File: config.mk
export PLATFORM = sky130hd
export DESIGN_NAME = rgb_pwm_with_random_fade_unit
export DESIGN_NICKNAME = d
export VERILOG_FILES = /design/src/rgbpwm_pkg.sv /design/src/rgb_pwm_with_random_fade_unit.sv
export VERILOG_INCLUDE_DIRS = /design/src /design/src/src
export SDC_FILE = /design/constraint.sdc
export NUM_CORES = 1
export LEC_CHECK = 0
export ABC_AREA = 1
export BUFFER_PORTS_ARGS = -buffer_cell sky130_fd_sc_hd__clkbuf_2
export CAP_MARGIN = 20
export CORE_AREA = 2 2 155 157
export DETAILED_ROUTE_END_ITERATION = 6
export DIE_AREA = 0 0 157 159
export PLACE_DENSITY = 0.7
export SYNTH_ARGS = -nofsm -noshare
export SYNTH_HDL_FRONTEND = slang
export SYNTH_SLANG_ARGS = --single-unit
File: constraint.sdc
create_clock -name clk -period 4.44 [get_ports clk]
set_clock_uncertainty 0.15 [all_clocks]
set_input_delay 0.444 -clock clk [delete_from_list [all_inputs] [get_ports clk]]
set_output_delay 0.444 -clock clk [all_outputs]
set_load 0.05 [all_outputs]
File: src/rgb_pwm_with_random_fade_unit_assert.svh
// assertion macros for the rgb pwm fade unit
// used by rgb_pwm_with_random_fade_unit; no other dependencies
`ifndef RGB_PWM_WITH_RANDOM_FADE_UNIT_ASSERT_SVH
`define RGB_PWM_WITH_RANDOM_FADE_UNIT_ASSERT_SVH

`ifndef SYNTHESIS

// same-cycle implication
`define RPWM_ASSERT_IMPL(label, clk, rst_n, ante, cons) \
  label: assert property (@(posedge clk) disable iff (!rst_n) (ante) |-> (cons)) \
    else $error("rgb pwm fade unit: same-cycle check failed");

// next-cycle implication
`define RPWM_ASSERT_NEXT(label, clk, rst_n, ante, cons) \
  label: assert property (@(posedge clk) disable iff (!rst_n) (ante) |=> (cons)) \
    else $error("rgb pwm fade unit: next-cycle check failed");

`else

`define RPWM_ASSERT_IMPL(label, clk, rst_n, ante, cons)
`define RPWM_ASSERT_NEXT(label, clk, rst_n, ante, cons)

`endif

`endif

File: src/rgbpwm_pkg.sv
// types and constants for the rgb pwm fade unit
// no dependencies
package rgbpwm_pkg;

  localparam int NCH = 3;

  typedef logic [7:0] duty_t;
  typedef logic [1:0] cfg_idx_t;

  // on-phase end is PERIOD_TOP minus duty, modulo 256
  localparam duty_t PERIOD_TOP = 8'd254;

  // opcodes
  localparam logic OP_PWM  = 1'b0;
  localparam logic OP_ANIM = 1'b1;

  // configuration register indexes
  localparam cfg_idx_t CFG_RED_STEP   = 2'd0;
  localparam cfg_idx_t CFG_GREEN_STEP = 2'd1;
  localparam cfg_idx_t CFG_BLUE_STEP  = 2'd2;

  // one result word: index 0 red, 1 green, 2 blue
  typedef struct packed {
    logic [NCH-1:0]        level;
    logic [NCH-1:0][7:0]   duty;
  } res_t;

endpackage

File: src/rgb_pwm_with_random_fade_unit.sv
// three-channel pwm with random fade, top level
// depends on rgbpwm_pkg and rgb_pwm_with_random_fade_unit_assert.svh
// an accepted word goes to out_r, or to the skid entry if the main word waits
// throughput: one word per cycle; a two-entry output stage (register + skid)
// keeps taking words while the consumer stalls for one word's worth
// reset (rst_n low, synchronous): counters, ends, levels, duties, targets zero,
// steps one, output stage empty
module rgb_pwm_with_random_fade_unit (
  input  logic                  clk,
  input  logic                  rst_n,
  // configuration write port
  input  logic                  cfg_we,
  input  rgbpwm_pkg::cfg_idx_t  cfg_index,
  input  rgbpwm_pkg::duty_t     cfg_data,
  // input channel
  input  logic                  in_valid,
  output logic                  in_stall,
  input  logic                  in_opcode,
  input  rgbpwm_pkg::duty_t     in_random_red,
  input  rgbpwm_pkg::duty_t     in_random_green,
  input  rgbpwm_pkg::duty_t     in_random_blue,
  // result channel
  output logic                  out_valid,
  input  logic                  out_stall,
  output logic                  out_red_level,
  output logic                  out_green_level,
  output logic                  out_blue_level,
  output rgbpwm_pkg::duty_t     out_red_duty,
  output rgbpwm_pkg::duty_t     out_green_duty,
  output rgbpwm_pkg::duty_t     out_blue_duty
);

  import rgbpwm_pkg::*;

  `include "rgb_pwm_with_random_fade_unit_assert.svh"

  // per-channel state
  duty_t            cnt_r  [NCH];
  duty_t            cnt_nxt[NCH];
  duty_t            end_r  [NCH];
  duty_t            end_nxt[NCH];
  logic [NCH-1:0]   level_r;
  logic [NCH-1:0]   level_nxt;
  duty_t            duty_r  [NCH];
  duty_t            duty_nxt[NCH];
  duty_t            tgt_r  [NCH];
  duty_t            tgt_nxt[NCH];
  duty_t            step_r [NCH];

  duty_t            cnt_inc[NCH];
  duty_t            rnd    [NCH];

  // output stage: main register plus skid entry
  res_t             res_nxt;
  res_t             out_r;
  res_t             skid_r;
  logic             out_valid_r;
  logic             skid_valid_r;

  logic             in_acc;
  logic             out_fire;

  assign in_stall = skid_valid_r;
  assign in_acc   = in_valid && !in_stall;
  assign out_fire = out_valid_r && !out_stall;

  assign rnd[0] = in_random_red;
  assign rnd[1] = in_random_green;
  assign rnd[2] = in_random_blue;

  // step registers; writes beyond the list are dropped
  always_ff @(posedge clk) begin
    if (!rst_n) begin
      for (int c = 0; c < NCH; c++) begin
        step_r[c] <= 8'd1;
      end
    end else if (cfg_we) begin
      case (cfg_index)
        CFG_RED_STEP:   step_r[0] <= cfg_data;
        CFG_GREEN_STEP: step_r[1] <= cfg_data;
        CFG_BLUE_STEP:  step_r[2] <= cfg_data;
        default: ;
      endcase
    end
  end

  // next state for one word, channels are independent
  always_comb begin
    for (int c = 0; c < NCH; c++) begin
      cnt_nxt[c]   = cnt_r[c];
      end_nxt[c]   = end_r[c];
      level_nxt[c] = level_r[c];
      duty_nxt[c]  = duty_r[c];
      tgt_nxt[c]   = tgt_r[c];
      cnt_inc[c]   = cnt_r[c] + 8'd1;
      if (in_opcode == OP_PWM) begin
        // pwm tick: count, and on passing the end start the other phase
        cnt_nxt[c] = cnt_inc[c];
        if (cnt_inc[c] > end_r[c]) begin
          // off phase ends at duty, on phase at top minus duty (wraps)
          end_nxt[c]   = level_r[c] ? duty_r[c] : PERIOD_TOP - duty_r[c];
          level_nxt[c] = ~level_r[c];
          cnt_nxt[c]   = 8'd0;
        end
      end else begin
        // animation tick: walk toward target, new target once on it
        if (tgt_r[c] > duty_r[c]) begin
          duty_nxt[c] = duty_r[c] + step_r[c];
        end else if (tgt_r[c] < duty_r[c]) begin
          duty_nxt[c] = duty_r[c] - step_r[c];
        end else begin
          tgt_nxt[c] = rnd[c];
        end
      end
    end
  end

  always_comb begin
    res_nxt.level = level_nxt;
    for (int c = 0; c < NCH; c++) begin
      res_nxt.duty[c] = duty_nxt[c];
    end
  end

  // state update on each accepted word
  always_ff @(posedge clk) begin
    if (!rst_n) begin
      level_r <= '0;
      for (int c = 0; c < NCH; c++) begin
        cnt_r[c]  <= 8'd0;
        end_r[c]  <= 8'd0;
        duty_r[c] <= 8'd0;
        tgt_r[c]  <= 8'd0;
      end
    end else if (in_acc) begin
      level_r <= level_nxt;
      for (int c = 0; c < NCH; c++) begin
        cnt_r[c]  <= cnt_nxt[c];
        end_r[c]  <= end_nxt[c];
        duty_r[c] <= duty_nxt[c];
        tgt_r[c]  <= tgt_nxt[c];
      end
    end
  end

  // output handshake control
  always_ff @(posedge clk) begin
    if (!rst_n) begin
      out_valid_r  <= 1'b0;
      skid_valid_r <= 1'b0;
    end else if (skid_valid_r) begin
      // input is stalled; drain skid into the main register
      if (out_fire) begin
        skid_valid_r <= 1'b0;
      end
    end else if (in_acc) begin
      if (out_valid_r && !out_fire) begin
        skid_valid_r <= 1'b1;
      end else begin
        out_valid_r <= 1'b1;
      end
    end else if (out_fire) begin
      out_valid_r <= 1'b0;
    end
  end

  // output payload, no reset needed
  always_ff @(posedge clk) begin
    if (skid_valid_r) begin
      if (out_fire) begin
        out_r <= skid_r;
      end
    end else if (in_acc) begin
      if (out_valid_r && !out_fire) begin
        skid_r <= res_nxt;
      end else begin
        out_r <= res_nxt;
      end
    end
  end

  assign out_valid       = out_valid_r;
  assign out_red_level   = out_r.level[0];
  assign out_green_level = out_r.level[1];
  assign out_blue_level  = out_r.level[2];
  assign out_red_duty    = out_r.duty[0];
  assign out_green_duty  = out_r.duty[1];
  assign out_blue_duty   = out_r.duty[2];

  // skid holds a word only behind a waiting main word
  `RPWM_ASSERT_IMPL(a_skid_behind_out, clk, rst_n, skid_valid_r, out_valid_r)
  // a taken main word lets the skid drain
  `RPWM_ASSERT_NEXT(a_skid_drains, clk, rst_n, skid_valid_r && !out_stall, !skid_valid_r)
  // pwm ticks never move duties
  `RPWM_ASSERT_NEXT(a_pwm_keeps_duty, clk, rst_n, in_acc && in_opcode == OP_PWM,
    duty_r[0] == $past(duty_r[0]) && duty_r[1] == $past(duty_r[1]) && duty_r[2] == $past(duty_r[2]))
  // animation ticks never touch levels
  `RPWM_ASSERT_NEXT(a_anim_keeps_level, clk, rst_n, in_acc && in_opcode == OP_ANIM,
    level_r == $past(level_r))

endmodule

==> results of run 1 <==
-- flip-flops by register name, indices dropped and copies added (netlist names) --
register         flops
out_blue_duty        8
skid_r              27
out_red_duty         8
out_valid            1
in_stall             1
out_green_duty       8
cnt_r               24
out_red_level        1
duty_r              24
out_blue_level       1
end_r               24
step_r              24
out_green_level      1
tgt_r               24
level_r              3
-- cell usage in the layout, fill, tap and decap left out, drive strengths merged, types with 6 or more instances in the layout --
cell	count
nor3	20
ha	96
edfxtp	174
inv	244
clkbuf	90
o21ai	42
nand3b	6
nand2	357
xor2	26
nor2	130
nand4	26
buf	10
fa	6
a21oi	75
nand3	85
-- kinds of logic after synthesis --
| group | after synthesis |
|---|---|
| xor+xnor | 31 |
| compound gates | 130 |
| buf+inv | 278 |
| simple gates | 628 |
| flops | 179 |
| fa+ha+maj | 102 |
-- Yosys cell counts, types with 3 or more instances --
cell / n / share of area
nand3_1: 81 / 0.035
a21oi_1: 70 / 0.031
nand2_2: 16 / 0.0087
fa_1: 6 / 0.010
o21ai_1: 7 / 0.0031
a21oi_2: 4 / 0.0031
a21o_1: 5 / 0.0033
buf_4: 4 / 0.0026
nor2_2: 3 / 0.0016
ha_1: 96 / 0.10
inv_2: 10 / 0.0033
clkbuf_1: 7 / 0.0023
edfxtp_1: 174 / 0.46
o21ai_0: 33 / 0.014
xnor2_1: 5 / 0.0038
buf_2: 16 / 0.0070
nor3_2: 4 / 0.0035
nand3_2: 4 / 0.0035
nand3b_1: 6 / 0.0039
dfxtp_1: 5 / 0.0087
nor2_1: 125 / 0.041
nand4_1: 26 / 0.014
buf_6: 5 / 0.0049
xor2_1: 26 / 0.020
nand2_1: 339 / 0.11
inv_1: 234 / 0.077
nor3_1: 15 / 0.0065
-- stage by stage --
step                      cells  cell area, µm²
after detailed placement   1707           12070
after CTS                  1738           12650
after global placement     1707           12070
after floorplan            1348           11470
final                      1743           12730
after global routing       1743           12730
-- area by class of cell --
type,instances,area share
Tap cell,319,0.03135
Clock inverter,9,0.008352
Timing Repair Buffer,78,0.03636
Clock buffer,22,0.03724
Inverter,245,0.07232
Sequential cell,179,0.4182
Multi-Input combinational cell,891,0.3962
-- per-layer routing --
metal,share of wire,up-vias,GRT usage
met5,0,-,0
met4,0.019,0,0.06547
met3,0.052,33,0.03538
met2,0.45,255,0.3319
met1,0.48,4041,0.3131
li1,-,4495,-
-- how the worst max path moves through the flow --
| stage | startpoint | to | slack (ns) | cells after the start |
|---|---|---|---|---|
| 3_3_place_gp | cnt_r[0][8] | end_r[0][9] | 1.48 | 12 |
| 2_1_floorplan | in_stall | end_r[0][0] | 0.51 | 5 |
| 5_1_grt | cnt_r[0][8] | end_r[0][14] | 1.11 | 12 |
| 6_report | cnt_r[0][8] | end_r[0][14] | 1.33 | 12 |
| 4_1_cts | cnt_r[0][8] | end_r[0][9] | 1.32 | 12 |
| 3_5_place_dp | cnt_r[0][8] | end_r[0][9] | 1.33 | 12 |
-- power breakdown --
part / leakage [nW] / internal (mW) / total, mW / switching (mW)
logic: 4.14 / 0.418 / 1.32 / 0.899
clock network: 0.278 / 0.868 / 1.50 / 0.636
registers: 1.80 / 2.05 / 2.16 / 0.107
-- critical path, cell delays in order (launching register included) --
cell,delay (ns)
edfxtp_1,0.41
nand3_1,0.13
nand3b_1,0.21
and3b_1,0.24
xor2_1,0.23
inv_1,0.07
ha_1,0.29
nand2_1,0.06
nor2_1,0.14
nand2_1,0.07
nand2_1,0.08
nand2_1,0.08
a21oi_1,0.58
==> metrics.txt, run 1 <==
number of antenna diodes=0; Syn Inst Count=1348; post-synthesis cell type count=41; GRT Residual Overflow=0; Boundary Pins=69; Reg2Reg Setup Slack=1.33 ns; setup ws final=1.332 ns; status=complete, no violations; synthesized net count=1490; nets=1554; Simple-Gate Fraction of Synth Area=0.2371; antenna violations before repair=0; Buffers on Ports=68; initial core utilization=0.4947; Max Root-Sink Buffers=2; FP Rows=56; crit-path max FO=8; ANT nets after route=0; core area=0.02319 mm²; leak pwr=6.220 nW; Pwr Density=391.2 mW/mm²; hold buffer count at CTS=0; Post-CTS Setup Repair Bufs=0; Post-CTS Resized=0; drt total wl=25930 µm; Skew-Pair Late Insertion Delay=0.45 ns; synth-to-layout area growth=10.98%; RR Endpoint=end_r[0][14]; TritonCTS Buffers=17; via count=8824; vias per std cell=5.063; Compound-Gate Fraction of Synth Area=0.06227; worst slew pin tran=1.067 ns; Hold Path Sink=tgt_r[0][10]; Max H-tree Level=4; mux share of post-synthesis cell area=0; wire per inst=14.88 µm; RSZ-0062 raised after global routing=no; relative slew slack=0.2812; fmax=0.3218 GHz; Final min period=3.108 ns; GRT Util Overall=0.2156; largest net degree at the start of global routing=59; mean area per synthesized cell=8.512 µm²; final core utilization=0.5490; Post-Syn Area=0.01147 mm²; Reg2Reg Launch Point=cnt_r[0][8]; CTS Root Buffer Type=clkbuf_16; Final period util=0.6999; WHS Path Cells=3; post-synthesis async set-or-reset flop share=0; Routability Congestion=0.8958; final setup fails=0; Startpoint Class=flop; Die Y=159 µm; DRT Pass-1 Iters=5; post-synthesis sequential area ratio=0.4641; clk sinks=179; fillcell total=2108; DP HPWL=19540 µm; DR iter-0 viols=713; WS Path Type=flop to flop; Fin Hold WS=0.1471 ns; Critical Path End Type=flop; fin. max-slew vios=0; vias in the first global route=8263; Yosys warnings=0; Post-Synth XOR/XNOR Area=0.02366; Max IR drop VDD=0.2031 mV; Max Cap Viol=0; first-pass GRT wire length=41970 µm; die width=157 µm; largest family of logic cells by synthesized area=simple AND/OR/NAND/NOR gates; layout cell share with drive strength beyond 1=0.1131; die footprint=0.02496 mm²; Hold/Removal Path Class=input pin to flop; area of the multi-input gates=0.005045 mm²; Total Neg Setup Slack=0 ns; clk slew on worst S/H paths=0.07 ns; register area=0.005325 mm²; Pwr Total=4.982 mW; CP Data Arrival Time=3.03 ns; Adder-Cell Fraction of Synth Area=0.1152; Post-synth EDFFs=174; Worst Path Required=4.36 ns; DRC viols=0; CTS tree=built; endpoints failing hold=0; post-synthesis register bit count=179; dpl ws=1.327 ns; ys flop type=edfxtp_1; worst r2r path cells=12; Hold Crit Start=in_random_green[2]
Power figures use the tool's default switching activity.
==> inputs of run 2 (changes only) <==
==> constraint.sdc (replaced) <==
create_clock -name clk -period 3 [get_ports clk]
set_clock_uncertainty 0.15 [all_clocks]
set_input_delay 0.3 -clock clk [delete_from_list [all_inputs] [get_ports clk]]
set_output_delay 0.3 -clock clk [all_outputs]
set_load 0.05 [all_outputs]
==> metrics.txt, run 2 (synthesis results as in run 1) <==
leak pwr=6.331 nW (was 6.220 nW); WHS Path Cells=3 (unchanged); Max Root-Sink Buffers=2 (unchanged); Final Cell Area=0.01292 mm² (was 0.01273 mm²); Comb power frac=0.264 (about the same); DR iter-0 viols=723 (was 713); fillcell total=2056 (was 2108); Final period util=0.8954 (was 0.6999); layout cell share with drive strength beyond 1=0.1245 (was 0.1131); RR Endpoint=out_red_level (was end_r[0][14]); Max H-tree Level=4 (unchanged); CP Data Arrival Time=2.72 ns (was 3.03 ns); clk slew on worst S/H paths=0.06 ns (was 0.07 ns); final setup fails=0 (unchanged); worst r2r path cells=15 (was 12); final core utilization=0.5571 (was 0.5490); ANT nets after route=0 (unchanged); clk sinks=179 (unchanged); wire per inst=14.83 µm (was 14.88 µm); max reg flops=27 (unchanged); placed cells=1731 (was 1707); DRC viols=0 (unchanged); Worst Path Required=3.04 ns (was 4.36 ns); fin. max-slew vios=0 (unchanged); first-pass GRT wire length=42440 µm (was 41970 µm); Post-Layout Cell Count=1766 (was 1743); Max Cap Viol=0 (unchanged); Hold Crit Start=in_random_blue[2] (was in_random_green[2]); crit-path max FO=3 (was 8); commonest non-fill, non-tap cell in the layout=nand2_1 (unchanged); Startpoint Class=flop (unchanged); largest net degree at the start of global routing=59 (unchanged); GRT Residual Overflow=0 (unchanged); via count=8801 (was 8824); Buffers on Ports=68 (unchanged); Max IR drop VDD=0.3280 mV (was 0.2031 mV); DP HPWL=19770 µm (was 19540 µm); DP Area=0.01226 mm² (was 0.01207 mm²); Int Pwr=5.150 mW (was 3.339 mW); Flop pwr share=0.420 (was 0.434); area of the multi-input gates=0.005045 mm² (unchanged); Die Y=159 µm (unchanged); RSZ-0062 raised after global routing=no (unchanged); Crit path largest cell delay=0.37 ns (was 0.58 ns); Hold Path Sink=tgt_r[0][18] (was tgt_r[0][10]); vias in the first global route=8398 (was 8263); Reg2Reg Launch Point=cnt_r[0][0] (was cnt_r[0][8]); initial core utilization=0.4947 (unchanged); relative slew slack=0.2665 (was 0.2812); CP cell instances=nand3_1 > nand3b_1 > and3b_1 > xor2_1 > inv_1 > ha_1 > nand2_1 > nor2_1 > nand2_1 > nand2_1 > nand2_1 > o21ai_0 > nand2_1 > nand2_1 > nand2_1 (was nand3_1 > nand3b_1 > and3b_1 > xor2_1 > inv_1 > ha_1 > nand2_1 > nor2_1 > nand2_1 > nand2_1 > nand2_1 > a21oi_1); Routability Congestion=0.9231 (was 0.8958); fmax=0.3723 GHz (was 0.3218 GHz); Pwr Density=585.7 mW/mm² (was 391.2 mW/mm²); core area=0.02319 mm² (unchanged); Final min period=2.686 ns (was 3.108 ns); Skew-Pair Late Insertion Delay=0.43 ns (was 0.45 ns); status=complete, no violations (unchanged); vias per std cell=4.984 (was 5.063); GRT Util Overall=0.2180 (was 0.2156); synth-to-layout area growth=12.61% (was 10.98%); Reg2Reg Setup Slack=0.31 ns (was 1.33 ns); die width=157 µm (unchanged); Biggest register=skid_r (unchanged); drt total wl=26190 µm (was 25930 µm); DRT Pass-1 Iters=5 (unchanged); Clock power frac=0.316 (was 0.302); FP Rows=56 (unchanged); Switching Share=0.3194 (was 0.3297); TritonCTS Buffers=17 (unchanged); antenna violations before repair=1 (was 0); Critical Path End Type=flop (unchanged); register area=0.005325 mm² (unchanged); endpoints failing hold=0 (unchanged); CP dominant cell by count=nand2_1 (unchanged); Pwr Total=7.567 mW (was 4.982 mW); CTS Root Buffer Type=clkbuf_16 (unchanged); worst slew pin tran=1.099 ns (was 1.067 ns); Boundary Pins=69 (unchanged); die footprint=0.02496 mm² (unchanged); CTS tree=built (unchanged); hold buffer count at CTS=0 (unchanged); Hold/Removal Path Class=input pin to flop (unchanged); nets=1576 (was 1554); P_sw=2.417 mW (was 1.643 mW); most frequent cells in the layout=nand2_1 (339), inv_1 (234), edfxtp_1 (174), nor2_1 (124), ha_1 (96) (unchanged); Total Neg Setup Slack=0 ns (unchanged); Crit-path slowest cell=edfxtp_1 (was a21oi_1); WS Path Type=flop to flop (unchanged)
run 2: cell count changes in the layout (fill, tap and decap cells not counted):
cell / change
buf_12: +1
clkinv_4: -1
clkinv_2: -2
o21ai_0: -1
clkbuf_1: +1
clkbuf_8: -3
clkinv_1: +2
o21ai_1: +1
buf_16: -2
bufinv_16: +3
diode_2: +1
buf_2: -2
buf_4: +25
run 2: per-stage QoR:
| stage | hold slack (ns) | setup slack [ns] |
|---|---|---|
| 2_1_floorplan | 0.3407 | 0.05805 |
| 3_5_place_dp | 0.3545 | 0.2568 |
| 5_1_grt | 0.008826 | 0.002596 |
| 6_report | 0.01503 | 0.3139 |
| 3_3_place_gp | 0.3512 | 0.3673 |
| 4_1_cts | 0.002014 | 0.2440 |
run 2: worst max path at each step:
| stage | startpoint | to | slack (ns) | depth (start not counted) |
|---|---|---|---|---|
| finish | cnt_r[0][0] | out_red_level | 0.31 | 15 |
| global placement | cnt_r[0][8] | end_r[0][11] | 0.37 | 13 |
| floorplan | in_stall | out_blue_duty[0] | 0.06 | 5 |
| global route | cnt_r[0][10] | cnt_r[0][10] | 0.003 | 12 |
| detailed placement | cnt_r[0][8] | out_green_level | 0.26 | 15 |
| CTS | cnt_r[0][8] | out_green_level | 0.24 | 15 |
run 2: layout make-up:
cell class / count / area share
well taps: 319 / 0.03089
inverters: 245 / 0.07128
diodes: 1 / 0.0001937
clock inverters: 11 / 0.01433
clock buffers: 20 / 0.03380
repair buffers: 100 / 0.04687
multi-input cells: 891 / 0.3905
flip-flops and latches: 179 / 0.4122
run 2: power by group through the flow:
| stage | logic (mW) | clock network [mW] | registers, mW |
|---|---|---|---|
| 2_1_floorplan | 1.31 | 0 | 3.38 |
| 3_3_place_gp | 1.93 | 0 | 3.22 |
| 3_5_place_dp | 1.97 | 0 | 3.23 |
| 4_1_cts | 1.99 | 2.42 | 3.18 |
| 5_1_grt | 2.27 | 2.52 | 3.20 |
| 6_report | 2.00 | 2.39 | 3.18 |
run 2: worst max-delay path: cells and delay by family (launching register included):
kind            cells  cell delay, ns
simple gates       11            1.21
flops               1            0.37
fa+ha+maj           1            0.29
xor+xnor            1            0.18
compound gates      1            0.18
buf+inv             1            0.07
run 2: routing by layer:
layer / routed length [µm] / GRT usage
met5: 0 / 0
met4: 593 / 0.07465
met3: 1319 / 0.03348
met2: 11790 / 0.3347
met1: 12490 / 0.3152
run 2: what timing repair did:
item,4_1_cts,5_1_grt
setup buffers,0,2
endpoints found under the setup margin,0,13
resized for setup,0,1
